==> config.mk <==
export PLATFORM = sky130hd
export DESIGN_NAME = flrt_addr_gen
export DESIGN_NICKNAME = d
export VERILOG_FILES = /design/src/design/flrt_pkg.sv /design/src/design/flrt_addr_gen.sv
export SDC_FILE = /design/constraint.sdc
export NUM_CORES = 1
export LEC_CHECK = 0
export BUFFER_PORTS_ARGS = -buffer_cell sky130_fd_sc_hd__clkbuf_2
export CAP_MARGIN = 20
export CORE_ASPECT_RATIO = 1.4
export CORE_MARGIN = 3
export CORE_UTILIZATION = 54
export CTS_CLUSTER_DIAMETER = 40
export DETAILED_ROUTE_END_ITERATION = 10
export PLACE_DENSITY = 0.78
export RECOVER_POWER = 25
export SLEW_MARGIN = 30
export SYNTH_ARGS = -nofsm -noshare
export SYNTH_HDL_FRONTEND = slang
export SYNTH_SLANG_ARGS = --single-unit
==> constraint.sdc <==
create_clock -name clk_i -period 4.1 [get_ports clk_i]
set_input_delay 1.025 -clock clk_i [delete_from_list [all_inputs] [get_ports clk_i]]
set_output_delay 1.025 -clock clk_i [all_outputs]
set_load 0.05 [all_outputs]
==> src/design/flrt_pkg.sv <==
//------------------------------------------------------------------------------
// flrt_pkg
// Shared types and constants of the free-list row table.
//------------------------------------------------------------------------------
`timescale 1ns / 1ps
`default_nettype none

package flrt_pkg;

  localparam int STORE_WORDS_DEF = 1024;
  localparam int MAX_FIELDS_DEF  = 8;

  localparam int WORD_W  = 32;
  localparam int ROW_W   = 10;
  localparam int FIELD_W = 3;
  localparam int CNT_W   = 11;
  localparam int FPR_W   = 4;
  // row * fields + field stays below 1023 * 15 + 8
  localparam int LIN_W   = 14;

  localparam int ROW_LIMIT = 1024;
  localparam logic [WORD_W-1:0] NO_LINK = '1;

  typedef enum logic [2:0] {
    KIND_INSERT = 3'd0,
    KIND_ERASE  = 3'd1,
    KIND_READ   = 3'd2,
    KIND_WRITE  = 3'd3,
    KIND_PUSH   = 3'd4,
    KIND_POP    = 3'd5,
    KIND_CLEAR  = 3'd6
  } kind_e;

  typedef enum logic [1:0] {
    ST_OK    = 2'd0,
    ST_FULL  = 2'd1,
    ST_RANGE = 2'd2,
    ST_EMPTY = 2'd3
  } status_e;

  typedef enum logic [1:0] {
    S_IDLE,
    S_QUOT,
    S_MEM,
    S_RESP
  } state_e;

  typedef struct packed {
    kind_e                     kind;
    logic [ROW_W-1:0]          row_index;
    logic [FIELD_W-1:0]        field_index;
    logic signed [WORD_W-1:0]  write_value;
  } cmd_t;

  typedef struct packed {
    logic [ROW_W-1:0]          given_row;
    logic signed [WORD_W-1:0]  read_value;
    logic [CNT_W-1:0]          row_count;
    status_e                   status;
  } rsp_t;

endpackage

`default_nettype wire

==> src/design/flrt_addr_gen.sv <==
//------------------------------------------------------------------------------
// flrt_addr_gen
// Word address = (row * fields + field) mod STORE_WORDS.
// Linear index registered at load, quotient by reciprocal multiply registered
// next cycle, remainder with one correction step after that.
//------------------------------------------------------------------------------
`timescale 1ns / 1ps
`default_nettype none

module flrt_addr_gen #(
  parameter int STORE_WORDS = flrt_pkg::STORE_WORDS_DEF,
  parameter int ADDR_W      = $clog2(STORE_WORDS)
) (
  input  wire logic                         clk_i,
  input  wire logic                         load_i,
  input  wire logic [flrt_pkg::ROW_W-1:0]   row_i,
  input  wire logic [flrt_pkg::FIELD_W-1:0] field_i,
  input  wire logic [flrt_pkg::FPR_W-1:0]   eff_i,
  output logic      [ADDR_W-1:0]            addr_o
);

  localparam int LIN_W   = flrt_pkg::LIN_W;
  localparam int SHIFT   = LIN_W + ADDR_W;
  localparam int RECIP_W = LIN_W + 1;
  localparam int PROD_W  = LIN_W + RECIP_W;
  localparam int CMP_W   = ((LIN_W > ADDR_W) ? LIN_W : ADDR_W) + 1;
  localparam logic [RECIP_W-1:0] RECIP =
    RECIP_W'((64'd1 << SHIFT) / 64'(STORE_WORDS));

  logic [LIN_W-1:0]  lin_q, lin_d;
  logic [LIN_W-1:0]  quot_q, quot_d;
  logic [PROD_W-1:0] prod;
  logic [CMP_W-1:0]  back, rem, rem_fix;

  assign lin_d = LIN_W'(row_i) * LIN_W'(eff_i) + LIN_W'(field_i);

  always_ff @(posedge clk_i) begin
    if (load_i) begin
      lin_q <= lin_d;
    end
    quot_q <= quot_d;
  end

  // estimate never exceeds the true quotient and is at most one below it
  assign prod   = PROD_W'(lin_q) * PROD_W'(RECIP);
  assign quot_d = LIN_W'(prod >> SHIFT);

  assign back    = CMP_W'(quot_q) * CMP_W'(STORE_WORDS);
  assign rem     = CMP_W'(lin_q) - back;
  assign rem_fix = (rem >= CMP_W'(STORE_WORDS)) ? rem - CMP_W'(STORE_WORDS) : rem;
  assign addr_o  = ADDR_W'(rem_fix);

endmodule

`default_nettype wire

==> impl_metrics.toml <==
[worst_setup_path]
crit_arrival_ns = 3.76
crit_chain = "clkbuf_2 -> nand2_1 -> fa_1 -> inv_1 -> fa_1 -> ha_1 -> ha_1 -> buf_4 -> a211oi_2 -> nor2_1 -> o41ai_2 -> xnor2_1"
slowest_stage = "fa_1"
path_max_fanout = 7
critPathMaxStageDelay_ns = 0.54
cp-start-kind = "input pin"
end_kind = "register"
critPathKind = "input pin to register"
crit_required_ns = 4.10

[run_status]
status = "finished clean"

[routing]
dr.pass1.iters = 4
vias = 932
via_per_inst = 5.30
drc = 0
ant_nets = 0
wl_per_cell_um = 11.7
finalWirelength_mm = 2.06
initialDrtViolationCount = 15

[clock_tree]
cts-hold-fix-buffers = 0
numCtsBuffers = 3
path_clk_slew_ns = 0.06
htree_levels = 1
clockRootBuffer = "clkbuf_4"
post_cts_resized = 0
cts_tree = "done"
cts.path.max_buffers = 2
cts_setup_buffers = 0
clock-sinks = 10

[cells_and_area]
layout.nets = 207
n_antenna_cell = 0
drive_gt1_frac = 0.292
largest_reg_flops = 10
area_delta_synth_final_pct = 16.1
top_register = "lin_q"
fillerInstances = 193
reg.largest.list = "lin_q: 10 flops"

[power]
power.leakage_uw = 0.000760
power_density_mw_per_mm2 = 401
vdd_ir_drop_max_mv = 0.259

[sta]
fin_setup_tns_ns = 0
drv_slew = 0
fmax_ghz = 0.266
rsz0062_at_grt = "no"
fin_ws_ns = 0.336
fin_crit_sh = 0.918
slew_headroom = 0.680
worst_pin_slew_ns = 0.481
min_period_ns = 3.76
setup_viol = 0
hold_viol = 0

[die]
die_w_um = 47.3
rows = 20
pin_count = 29
core_area_sq_mm = 0.00223
initial_utilization = 0.580
die_area_sq_mm = 0.00302
die_h_um = 63.9

[flow_run]
drv_cap = 0

[global_route]
grt_max_degree = 11
grt_remaining_overflow = 0
antenna_found_initial = 0
grtUsageTotal = 0.166
grt_pass1_wl_mm = 3.85
grt_pass1_vias = 1006

[place]
portBuffers = 28
post-place-ws_ns = 0.0602
hpwl_mm = 1.96
gp_congestion = 0.820

[yosys]
yosys_warnings = 0
postSynthAreaPerCell_sq_um = 10.8
synth_top_area_frac = 0.233
synth_fp_nets = 172
synth-seq-cells = 10
synth_cells = 120
netlist_area_sq_mm = 0.00129
synthTopCellsByArea = "edfxtp_1, fa_1, ha_1"
synth_cell_type_count = 21
synth_area_leader_cell = "edfxtp_1"
ys_seq_area_frac = 0.233

[min_path]
worstHoldPathType = "input pin to register"
## critical path: cells and delay by family
kind            cells  cell delay (ns)
compound gates      2             0.45
fa+ha+maj           4             1.63
buf+inv             3             0.35
simple gates        2             0.20
xor+xnor            1             0.10
## through the flow
| step | utilization | power (uW) | hold WS [ns] | instance area (sq um) | cells |
|---|---|---|---|---|---|
| 3_5_place_dp | 0.662 | 543 | 1.35 | 1470 | 172 |
| 2_1_floorplan | - | 461 | 1.14 | 1290 | 120 |
| 3_3_place_gp | 0.662 | 531 | 1.34 | 1470 | 172 |
| 4_1_cts | 0.674 | 609 | 1.09 | 1500 | 176 |
| 5_1_grt | 0.673 | 657 | 1.09 | 1500 | 176 |
| 6_report | 0.673 | 600 | 1.09 | 1500 | 176 |
## logic make-up after synthesis
kind of cell	share of synthesized area
XOR/XNOR	0.0940
AO/OA/AOI/OAI	0.0640
adder cells (fa/ha/maj)	0.401
flip-flops	0.233
AND/OR/NAND/NOR	0.176
buffers and inverters	0.0320
## report_power, final
group / total (uW) / switching [uW] / internal [uW] / leakage [uW]
Combinational: 372 / 235 / 137 / 0.000647
Sequential: 165 / 7.12 / 158 / 0.0000978
Clock: 63.0 / 28.1 / 34.9 / 0.0000154
Total: 600 / 271 / 330 / 0.000760
## worst paths after layout
check,start,endpoint,slack [ns],cells after the start
max,eff_i[3],lin_q[8],0.34,12
min,field_i[0],lin_q[0],1.09,2
## metal layers
layer / global-route usage / vias to the layer above / routed length [um] / share of wire
met5: 0 / - / 0 / 0
met4: 0.0450 / 0 / 0 / 0
met3: 0.00845 / 0 / 92 / 0.045
met2: 0.312 / 25 / 1220 / 0.59
met1: 0.185 / 442 / 755 / 0.37
li1: - / 465 / - / -
## Yosys cell counts
cell and n:
a211oi_2 2, a21o_1 2, a21oi_1 2, and2_1 11, and2_2 8, edfxtp_1 10, fa_1 14, ha_1 19
inv_1 11, nand2_1 14, nand2_2 1, nor2_1 6, nor2b_1 1, nor3_1 1, o21ai_0 2, o22ai_1 1
o41ai_2 1, or3_1 1, xnor2_1 10, xnor2_2 1, xor2_1 2
## cell type report
class | instances | area [sq um] | share of cell area
tap | 22 | 27.5 | 0.0184
timing repair buffer | 30 | 154 | 0.103
clock buffer | 3 | 22.5 | 0.0150
inverter | 11 | 41.3 | 0.0275
clock inverter | 1 | 3.75 | 0.00250
sequential | 10 | 300 | 0.200
multi-input combinational | 99 | 950 | 0.634
## cells in the final DEF (no fill, tap or decap), types with 3 or more instances in the layout
master	Yosys	layout
ha_1	19	19
clkbuf_4	0	3
fa_1	14	14
inv_1	11	11
and2_1	11	11
and2_2	8	8
edfxtp_1	10	10
xnor2_1	10	10
nand2_1	14	14
nor2_1	6	6
clkbuf_2	0	27
(Power assumes the default switching activity.)
